<file path="src/design/npcs_pkg.sv">
`timescale 1ns / 1ps
`default_nettype none

package npcs_pkg;

  localparam int COLOR_W = 8;
  localparam int INDEX_W = 8;
  localparam int SQ_W    = 2 * COLOR_W;
  // Three squared 8-bit differences sum to at most 195075, which fits in 18 bits.
  localparam int DIST_W  = SQ_W + 2;
  localparam int BEST_W  = 24;

  localparam logic [BEST_W-1:0] START_DISTANCE = 24'd10000000;

  localparam logic MODE_WRITE = 1'b0;
  localparam logic MODE_QUERY = 1'b1;

  typedef struct packed {
    logic wr_en;     // store the accepted write transaction in the palette
    logic start;     // latch the query color and reset the running best
    logic issue;     // read the palette entry at the scan address
    logic load_out;  // copy the best index into the output register
  } npcs_cmd_t;

  typedef struct packed {
    logic last_addr;   // scan address points at the final palette entry
    logic pipe_empty;  // no read or distance stage holds a pending entry
  } npcs_status_t;

endpackage

`default_nettype wire

</file>
<file path="src/design/npcs_ctrl.sv">
`timescale 1ns / 1ps
`default_nettype none

module npcs_ctrl (
  input  wire logic                 clk,
  input  wire logic                 rst_n,
  input  wire logic                 in_valid,
  input  wire logic                 in_mode,
  input  wire logic                 out_stall,
  input  wire npcs_pkg::npcs_status_t status,
  output logic                      in_stall,
  output logic                      out_valid,
  output npcs_pkg::npcs_cmd_t       cmd
);

  import npcs_pkg::*;

  typedef enum logic [1:0] {
    ST_IDLE,
    ST_SCAN,
    ST_DRAIN
  } state_t;

  state_t state_r;
  state_t state_nxt;
  logic   out_valid_r;
  logic   out_valid_nxt;

  always_comb begin
    state_nxt     = state_r;
    out_valid_nxt = out_valid_r;
    cmd           = '0;

    if (out_valid_r && !out_stall) begin
      out_valid_nxt = 1'b0;
    end

    unique case (state_r)
      ST_IDLE: begin
        if (in_valid) begin
          if (in_mode == MODE_QUERY) begin
            cmd.start = 1'b1;
            state_nxt = ST_SCAN;
          end else begin
            cmd.wr_en = 1'b1;
          end
        end
      end
      ST_SCAN: begin
        cmd.issue = 1'b1;
        if (status.last_addr) begin
          state_nxt = ST_DRAIN;
        end
      end
      ST_DRAIN: begin
        // The result register must be free, or be emptied in this very cycle.
        if (status.pipe_empty && (!out_valid_r || !out_stall)) begin
          cmd.load_out  = 1'b1;
          out_valid_nxt = 1'b1;
          state_nxt     = ST_IDLE;
        end
      end
      default: begin
        state_nxt = ST_IDLE;
      end
    endcase
  end

  always_ff @(posedge clk) begin
    if (!rst_n) begin
      state_r     <= ST_IDLE;
      out_valid_r <= 1'b0;
    end else begin
      state_r     <= state_nxt;
      out_valid_r <= out_valid_nxt;
    end
  end

  assign in_stall  = (state_r != ST_IDLE);
  assign out_valid = out_valid_r;

endmodule

`default_nettype wire

</file>
<file path="config.mk">
export PLATFORM = sky130hd
export DESIGN_NAME = npcs_ctrl
export DESIGN_NICKNAME = d
export VERILOG_FILES = /design/src/design/npcs_pkg.sv /design/src/design/npcs_ctrl.sv
export SDC_FILE = /design/constraint.sdc
export NUM_CORES = 1
export LEC_CHECK = 0
export ABC_AREA = 1
export BUFFER_PORTS_ARGS = -buffer_cell sky130_fd_sc_hd__buf_2
export CAP_MARGIN = 40
export CORE_AREA = 2 2 39 41
export CTS_CLUSTER_SIZE = 28
export DETAILED_ROUTE_END_ITERATION = 10
export DIE_AREA = 0 0 41 43
export SETUP_SLACK_MARGIN = 0.05
export SLEW_MARGIN = 20
export SYNTH_ARGS = -nofsm -noshare
export SYNTH_HDL_FRONTEND = slang
export SYNTH_SLANG_ARGS = --single-unit
</file>
<file path="constraint.sdc">
create_clock -name clk -period 1.09 [get_ports clk]
set_clock_uncertainty 0.1 [all_clocks]
set_input_delay 0.1635 -clock clk [delete_from_list [all_inputs] [get_ports clk]]
set_output_delay 0.1635 -clock clk [all_outputs]
set_load 0.05 [all_outputs]
</file>
* Word-level counts from Yosys, hierarchy flattened
Cells that the tools add are included.
Word-level totals: register bits after elaboration 3, bits of input ports 7, output and inout port bits 6, word-level logic and storage cells 31
Operators by class: equality and inequality tests 6, mux-type cells 15, reduce and logical (&&, ||, !) cells 8
Operator list (count):
- two-way mux 2 bit | 6
- two-way mux 1 bit | 8
- != test 2 bit, second input constant | 4
- case mux 2 bit (3 select lines) | 1
- AND reduction 4 bit | 1
- equality test 2 x 1 -> 1 bit, second input constant | 1
- equality test 2 bit, second input constant | 1
- logical AND 1 bit | 2
- logical NOT 1 bit | 2
- logical NOT 2 bit | 1
- nonzero test 2 bit | 1
- logical OR 1 bit | 1

* Depth between registers and ports, before layout
Gate-level depths: netlist (run 1).
word-level depth 5, depth in mapped cells 4, gate-level depth less buffers 4

* Worst setup path after synthesis (run 1)
No wires, ideal clock.
kind register to output, from register out_valid_r, in the netlist out_valid, to output cmd[0] (netlist bit), arrival 1350 ps, data required time 826 ps, setup slack -523 ps, cell stages (with the launch flop) 4, path buffers 0, cells stage by stage dfxtp_1 > nand2_1 > nand2_1 > nor2_1
RTL lines:
- from (decl) | line npcs_ctrl.sv:26 | logic out_valid_r;
- from (signal assigned) | line npcs_ctrl.sv:75 | out_valid_r <= out_valid_nxt;
- to (decl) | line npcs_ctrl.sv:13 | output npcs_pkg::npcs_cmd_t cmd

==> reports/qor.log, run 1 <==
[run_status] run status finished with violations
[run_status] failing checks setup timing
[layout] number of cells in the finished layout apart from fillers 67
[placed_design] HPWL reported at the end of detailed placement 366 um
[critical_path] type of element launching the critical path flip-flop
[critical_path] critical path class flip-flop to primary output
[synth] synthesized-area fraction occupied by ao, oa, aoi and oai cells 8.16%
[critical_path] Worst path most repeated cell sky130_fd_sc_hd__nor2_4
[clock_network] number of H-tree levels 1
[placed_design] gp weighted congestion 0.617
[pwr] Total Power Consumption 0.456 mW
[synth] flip-flop and latch count after synthesis 3
[synth] library cells used by synthesis 9
[floorplan] core area 1380 sq um
[timing] hold violation count in the final report 0
[global_route] antenna violations before repair 0
[clock_network] total clock sinks 3
[synth] fraction of synthesized cell area in xor and xnor cells 0%
[synth] yosys warns 0
[routing] DRC Markers 0
[timing] transition time at the pin with the least slew margin 0.108 ns
[layout] final net count 59
[global_route] wire length of the first global-routing pass 738 um
[synth] post-synth design cell area 184 sq um
[critical_path] crit path buf inv count 1
[synth] Seq/Total Area, Yosys 32.7%
[critical_path] worst endpoint data arrival time 1.00 ns
[global_route] met3 usage 3.14%
[timing] Setup TNS Final -0.822 ns
[routing] total wire length after detailed routing 479 um
[timing] Setup WS post-layout -0.178 ns
[clock_network] clock tree from TritonCTS built
[pwr] leakage power figure 0.211 nW
[run] # Max-Cap Violations 0
[layout] diode insertion count for antenna repair 0
[critical_path] worst-path maximum fanout 3
[pwr] worst vdd ir 317 uV
[critical_path] sequence of cells on the critical path nor2_4, nand2_2, nor2_4, buf_6
[placed_design] I/O Buffers 12
[critical_path] crit end category primary output
[floorplan] die span in y 43 um
[routing] routed vias/inst 3.57
[critical_path] cell with the largest stage delay on the worst path sky130_fd_sc_hd__dfxtp_2
[global_route] most heavily used metal layer in global routing met2
[timing] Final Max Tran Viols 0
[synth] Gate Count Post-Synth 32
[timing] minimum clock period 1.27 ns
[floorplan] number of core rows 14
[timing] share of the clock period used by the worst path after layout 116%
[critical_path] cell family contributing the most delay on the critical path flip-flops
[clock_network] Clock Latency Late Sink 0.24 ns
[timing] Fin Hold WS 0.0774 ns
[floorplan] area of the die 1760 sq um
[timing] RSZ-0062 raised after global routing true
[pwr] power density normalized to cell area 1080 nW/um^2
[synth] multiplexer share of the synthesized area 0%
[floorplan] Die Width 41 um
[synth] Simple-Gate Fraction of Synth Area 38.8%
[placed_design] # placed instances 62
[timing] final count of negative-setup-slack endpoints 5
[routing] routed via count 239
[placed_design] Placement Setup Slack -0.0708 ns
[critical_path] peak per-stage delay on the critical path 0.33 ns
[layout] layout cells sized above 1 68.6%
[global_route] GRT overflow 0
[min_path] kind of path behind the tightest hold check primary input to flip-flop
[global_route] gr usage total 7.12%
[clock_network] total clock buffers created by CTS 3
[clock_network] cell chosen for the clock root sky130_fd_sc_hd__clkbuf_4
[clock_network] Clock Pin Slew Worst Setup and Hold Paths 0.04 ns
[routing] router iterations before antenna repair 3
[timing] worst slew slack as a fraction of its limit 92.8%
[layout] synth-to-layout area growth 129%
[floorplan] number of top-level design ports 13
[global_route] met1 track utilization from global routing 5.13%
[routing] number of DRC markers after the initial detailed-route iteration 6
[synth] syn avg cell area 5.75 sq um
[routing] WL per Instance 7.15 um
[routing] count of antenna-violating nets left after detailed routing 0
[timing] highest clock frequency the design can meet 0.789 GHz
[floorplan] initial core utilization 13.3%
[synth] synthesized netlist net count 39
[synth] adder-cell share of the synthesized area 0%
[clock_network] buffers from clock root to sink, at most 2
[global_route] met2 routing resource usage after global routing 10.6%
[critical_path] minimum setup slack among reg-to-reg paths 0.13 ns
[global_route] pin count of the biggest net entering global routing 4
[layout] top library cells by usage in the layout, fill and taps aside sky130_fd_sc_hd__inv_1 (6), sky130_fd_sc_hd__buf_2 (6), sky130_fd_sc_hd__buf_6 (6)
[global_route] via count of the first global-routing pass 232
[critical_path] required time of the critical path 0.83 ns
[synth] combinational family with the most area after synthesis simple AND/OR/NAND/NOR gates
-- area by class of cell --
class / instances / area (sq um)
Multi-Input combinational cell: 20 / 138
Timing Repair Buffer: 16 / 135
Fill cell: 159 / 962
Sequential cell: 3 / 68.8
Tap cell: 16 / 20.0
Inverter: 8 / 33.8
Clock buffer: 4 / 26.3
-- metrics by stage --
stage                     cell area, sq um  util (%)
after CTS                              423      30.6
after global placement                 317      22.9
after floorplan                        221         -
after detailed placement               317      22.9
final                                  422      30.5
after global routing                   422      30.5
-- per-layer routing --
layer	vias up	share of wire (%)	wire (um)
li1	132	-	-
met1	97	34	162
met2	7	52	250
met3	3	7.7	37
met4	0	6.1	29
met5	-	0	0
-- cells in the mapped netlist --
master / number / area share, %
sky130_fd_sc_hd__nor2_2: 1 / 3.4
sky130_fd_sc_hd__nand3b_1: 1 / 4.1
sky130_fd_sc_hd__nand3_1: 1 / 2.7
sky130_fd_sc_hd__nor2_1: 4 / 8.2
sky130_fd_sc_hd__a21oi_1: 3 / 8.2
sky130_fd_sc_hd__dfxtp_1: 3 / 33
sky130_fd_sc_hd__nand2_1: 10 / 20
sky130_fd_sc_hd__buf_4: 1 / 4.1
sky130_fd_sc_hd__inv_1: 8 / 16
-- worst paths after layout --
path | from | to | cells past startpoint
setup / recovery | state_r[0] | cmd[3] | 4
hold / removal | rst_n | state_r[0] | 3
setup reg to reg | state_r[1] | state_r[1] | 5
hold reg to reg | out_valid | out_valid | 4
-- sequential cells by signal (all words and copies together), names as in the netlist --
name and flops:
state_r 2, out_valid 1
-- logic make-up after synthesis --
kind of cell / count (synthesis)
AND/OR/NAND/NOR: 17
buffers and inverters: 9
flip-flops: 3
AO/OA/AOI/OAI: 3
-- report_power, final --
group / leakage [nW] / switching [mW] / total [mW] / internal (mW)
Clock: 0.0150 / 0.0636 / 0.201 / 0.138
Combinational: 0.170 / 0.0809 / 0.139 / 0.0582
Sequential: 0.0264 / 0.00447 / 0.115 / 0.111
Total: 0.211 / 0.149 / 0.456 / 0.307
-- repair_timing --
item	in CTS	in global routing
endpoints found under the setup margin	6	8
hold buffers	0	0
setup buffers	2	0
pin swaps	4	1
gates resized for setup	21	2
-- worst reg2reg max path, cell delays in order (launching register included) --
cell and delay [ns]:
sky130_fd_sc_hd__dfxtp_4 0.36, sky130_fd_sc_hd__buf_4 0.11, sky130_fd_sc_hd__inv_1 0.06, sky130_fd_sc_hd__nor2_2 0.09, sky130_fd_sc_hd__nand2_1 0.06, sky130_fd_sc_hd__a21oi_1 0.11
Note: power is estimated with default switching activity, not from simulation.
==> run 2, diff against run 1 <==
- TNS_END_PERCENT: default -> 5
==> run 2 against run 1 <==
  * The flow still finishes with violations (setup timing)
  * Via count fell by 2.1%
  * Combinational power decreased by 6%
  * Critical path depth unchanged
  * Cell area is 4.2% lower
  * Core utilization down 1.3 points
  * Sequential power barely moved
  * First-iteration DRC count down 83%
  * Flip-flop and latch count unchanged
  * Total power is 1.4% lower
  * Clock power about the same
  * Critical path type unchanged
  * Critical endpoint unchanged
  * Largest cell class unchanged
==> reports/qor.log, run 2 (synthesis results as in run 1) <==
[clock_network] Clock Pin Slew Worst Setup and Hold Paths 0.04 ns [about the same]
[routing] routed via count 234 [-2.1%]
[critical_path] logic depth of the worst register-to-register path 5 [unchanged]
[pwr] power density normalized to cell area 1110 nW/um^2 [+2.9%]
[global_route] via count of the first global-routing pass 226 [-2.6%]
[timing] Setup WS post-layout -0.179 ns [-0.000811 ns]
[critical_path] Reg-to-Reg End state_r[1]
[clock_network] buffers from clock root to sink, at most 2 [unchanged]
[floorplan] number of top-level design ports 13 [unchanged]
[placed_design] HPWL reported at the end of detailed placement 366 um [unchanged]
[routing] routed vias/inst 3.55 [-0.61%]
[timing] share of the clock period used by the worst path after layout 116% [about the same]
[timing] hold violation count in the final report 0 [unchanged]
[global_route] gr usage total 7.02% [-0.10 points]
[routing] router iterations before antenna repair 2 [-1]
[layout] top library cells by usage in the layout, fill and taps aside sky130_fd_sc_hd__inv_1 (7), sky130_fd_sc_hd__buf_2 (6), sky130_fd_sc_hd__nand2_1 (5), sky130_fd_sc_hd__buf_6 (5)
[critical_path] worst setup path start state_r[0]
[pwr] leakage power figure 0.207 nW [-2.0%]
[placed_design] # placed instances 62 [unchanged]
[layout] number of cells in the finished layout apart from fillers 66 [-1.5%]
[timing] minimum clock period 1.27 ns [+0.000811 ns]
[pwr] fraction of power spent switching nets 32.6% [-0.10 points]
[pwr] Cell Int Power 0.303 mW [-1.2%]
[routing] WL per Instance 7.11 um [-0.60%]
[run_status] failing checks setup timing
[layout] diode insertion count for antenna repair 0 [unchanged]
[global_route] pin count of the biggest net entering global routing 4 [unchanged]
[floorplan] area of the die 1760 sq um [unchanged]
[timing] final count of negative-setup-slack endpoints 5 [unchanged]
[clock_network] Clock Latency Late Sink 0.24 ns [about the same]
[critical_path] critical path class flip-flop to primary output
[floorplan] die span in y 43 um [unchanged]
[critical_path] cell with the largest stage delay on the worst path sky130_fd_sc_hd__dfxtp_2
[routing] number of DRC markers after the initial detailed-route iteration 1 [-5]
[run] # Max-Cap Violations 0 [unchanged]
[timing] transition time at the pin with the least slew margin 0.109 ns [+0.000428 ns]
[layout] layout cells sized above 1 64.0% [-4.6 points]
[pwr] switching power 0.146 mW [-1.7%]
[global_route] antenna violations before repair 0 [unchanged]
[layout] final net count 58 [-1.7%]
[run_status] run status finished with violations
[critical_path] crit path buf inv count 1 [unchanged]
[pwr] Sequential Power Share 26.1% [+0.8 points]
[floorplan] core area 1380 sq um [unchanged]
[clock_network] cell chosen for the clock root sky130_fd_sc_hd__clkbuf_4
[floorplan] Die Width 41 um [unchanged]
[layout] synth-to-layout area growth 120%
[pwr] share of power burned in combinational logic 29.0% [-1.5 points]
[placed_design] I/O Buffers 12 [unchanged]
[clock_network] total clock buffers created by CTS 3 [unchanged]
[min_path] Hold Crit Start rst_n
[critical_path] type of element launching the critical path flip-flop
[floorplan] initial core utilization 13.3% [unchanged]
[critical_path] worst-path maximum fanout 3 [unchanged]
[global_route] GRT overflow 0 [unchanged]
[floorplan] number of core rows 14 [unchanged]
[min_path] kind of path behind the tightest hold check primary input to flip-flop
[timing] RSZ-0062 raised after global routing true
[critical_path] cell family contributing the most delay on the critical path flip-flops
[min_path] endpoint with the worst hold slack state_r[0]
[critical_path] peak per-stage delay on the critical path 0.33 ns [about the same]
[global_route] wire length of the first global-routing pass 724 um [-1.9%]
[pwr] worst vdd ir 318 uV [+0.19%]
[critical_path] worst endpoint data arrival time 1.01 ns [about the same]
[routing] total wire length after detailed routing 469 um [-2.1%]
[layout] commonest non-fill, non-tap cell in the layout sky130_fd_sc_hd__inv_1
[pwr] clock share of power 44.9% [+0.8 points]
[layout] flip-flop count of the largest register after layout 2 [unchanged]
[critical_path] minimum setup slack among reg-to-reg paths 0.12 ns [about the same]
[clock_network] total clock sinks 3 [unchanged]
[routing] count of antenna-violating nets left after detailed routing 0 [unchanged]
[clock_network] clock tree from TritonCTS built
[critical_path] sequence of cells on the critical path nor2_4, nand2_2, nor2_4, buf_6
[critical_path] required time of the critical path 0.83 ns [about the same]
[routing] DRC Markers 0 [unchanged]
[critical_path] crit end category primary output
[layout] utilization after layout 29.2% [-1.3 points]
[placed_design] gp weighted congestion 0.617 [unchanged]
[critical_path] startpoint of the lowest-slack register-to-register path state_r[1]
[clock_network] number of H-tree levels 1 [unchanged]
[timing] Final Max Tran Viols 0 [unchanged]
[timing] highest clock frequency the design can meet 0.788 GHz [about the same]
[critical_path] Worst path most repeated cell sky130_fd_sc_hd__nor2_4
[min_path] hold path cells 3 [unchanged]
[layout] top register by number of flip-flops state_r
[timing] worst slew slack as a fraction of its limit 92.7% [about the same]
## run 2: cell types whose count changed in the layout (fill, tap and decap cells not counted)
cell / delta
sky130_fd_sc_hd__buf_6: -1
sky130_fd_sc_hd__dfxtp_4: -1
sky130_fd_sc_hd__inv_2: -1
sky130_fd_sc_hd__dfxtp_2: +1
sky130_fd_sc_hd__inv_1: +1
sky130_fd_sc_hd__a21oi_1: +1
sky130_fd_sc_hd__a21oi_2: -1
## run 2: timing repair
item / CTS / global route
pin swaps: 4 / 0
gates resized for setup: 16 / 3
endpoints found under the setup margin: 6 / 7
buffers inserted: 0 / 0
hold endpoints to repair: 0 / 0
hold buffers: 0 / 0
## run 2: area by class of cell
| type | instances | area [sq um] |
|---|---|---|
| fillers | 161 | 980 |
| well taps | 16 | 20.0 |
| inverters | 8 | 33.8 |
| repair buffers | 15 | 124 |
| clock buffers | 4 | 26.3 |
| flip-flops and latches | 3 | 66.3 |
| multi-input cells | 20 | 134 |
## run 2: worst reg2reg max path, cell delays in order, from the launching register on
cell and delay [ns]:
sky130_fd_sc_hd__dfxtp_2 0.36, sky130_fd_sc_hd__buf_4 0.12, sky130_fd_sc_hd__inv_1 0.06, sky130_fd_sc_hd__nor2_2 0.09
sky130_fd_sc_hd__nand2_1 0.06, sky130_fd_sc_hd__a21oi_1 0.11
## run 2: worst max-delay path by stage
stage                   to  slack, ns  cells past startpoint
detailed placement  cmd[3]      -0.07                      4
finish              cmd[3]      -0.18                      4
global route        cmd[3]      -0.22                      4
floorplan           cmd[3]      0.002                      3
global placement    cmd[3]      -0.05                      4
CTS                 cmd[3]      -0.19                      4
## run 2: through the flow
step | TNS, ns | total power [mW] | hold slack, ns | setup slack [ns] | area (sq um)
after global placement | -0.102 | 0.223 | 0.340 | -0.0544 | 317
after floorplan | 0 | 0.191 | 0.205 | 0.00230 | 221
after CTS | -0.772 | 0.453 | 0.0882 | -0.189 | 394
after global routing | -0.897 | 0.469 | 0.116 | -0.217 | 404
after detailed placement | -0.126 | 0.223 | 0.337 | -0.0708 | 317
final | -0.731 | 0.449 | 0.0888 | -0.179 | 404
## run 2: routing by layer
metal / vias up / GRT usage (%) / wire length, um
li1: 128 / - / -
met1: 96 / 4.81 / 150
met2: 7 / 10.6 / 251
met3: 3 / 3.14 / 40
met4: 0 / 10.0 / 27
met5: - / 0 / 0
## run 2: power by group through the flow
stage / clock network [mW] / logic [mW] / registers [mW]
CTS: 0.208 / 0.128 / 0.117
floorplan: 0 / 0.0708 / 0.120
global route: 0.214 / 0.138 / 0.118
global placement: 0 / 0.105 / 0.118
finish: 0.202 / 0.130 / 0.117
detailed placement: 0 / 0.105 / 0.118
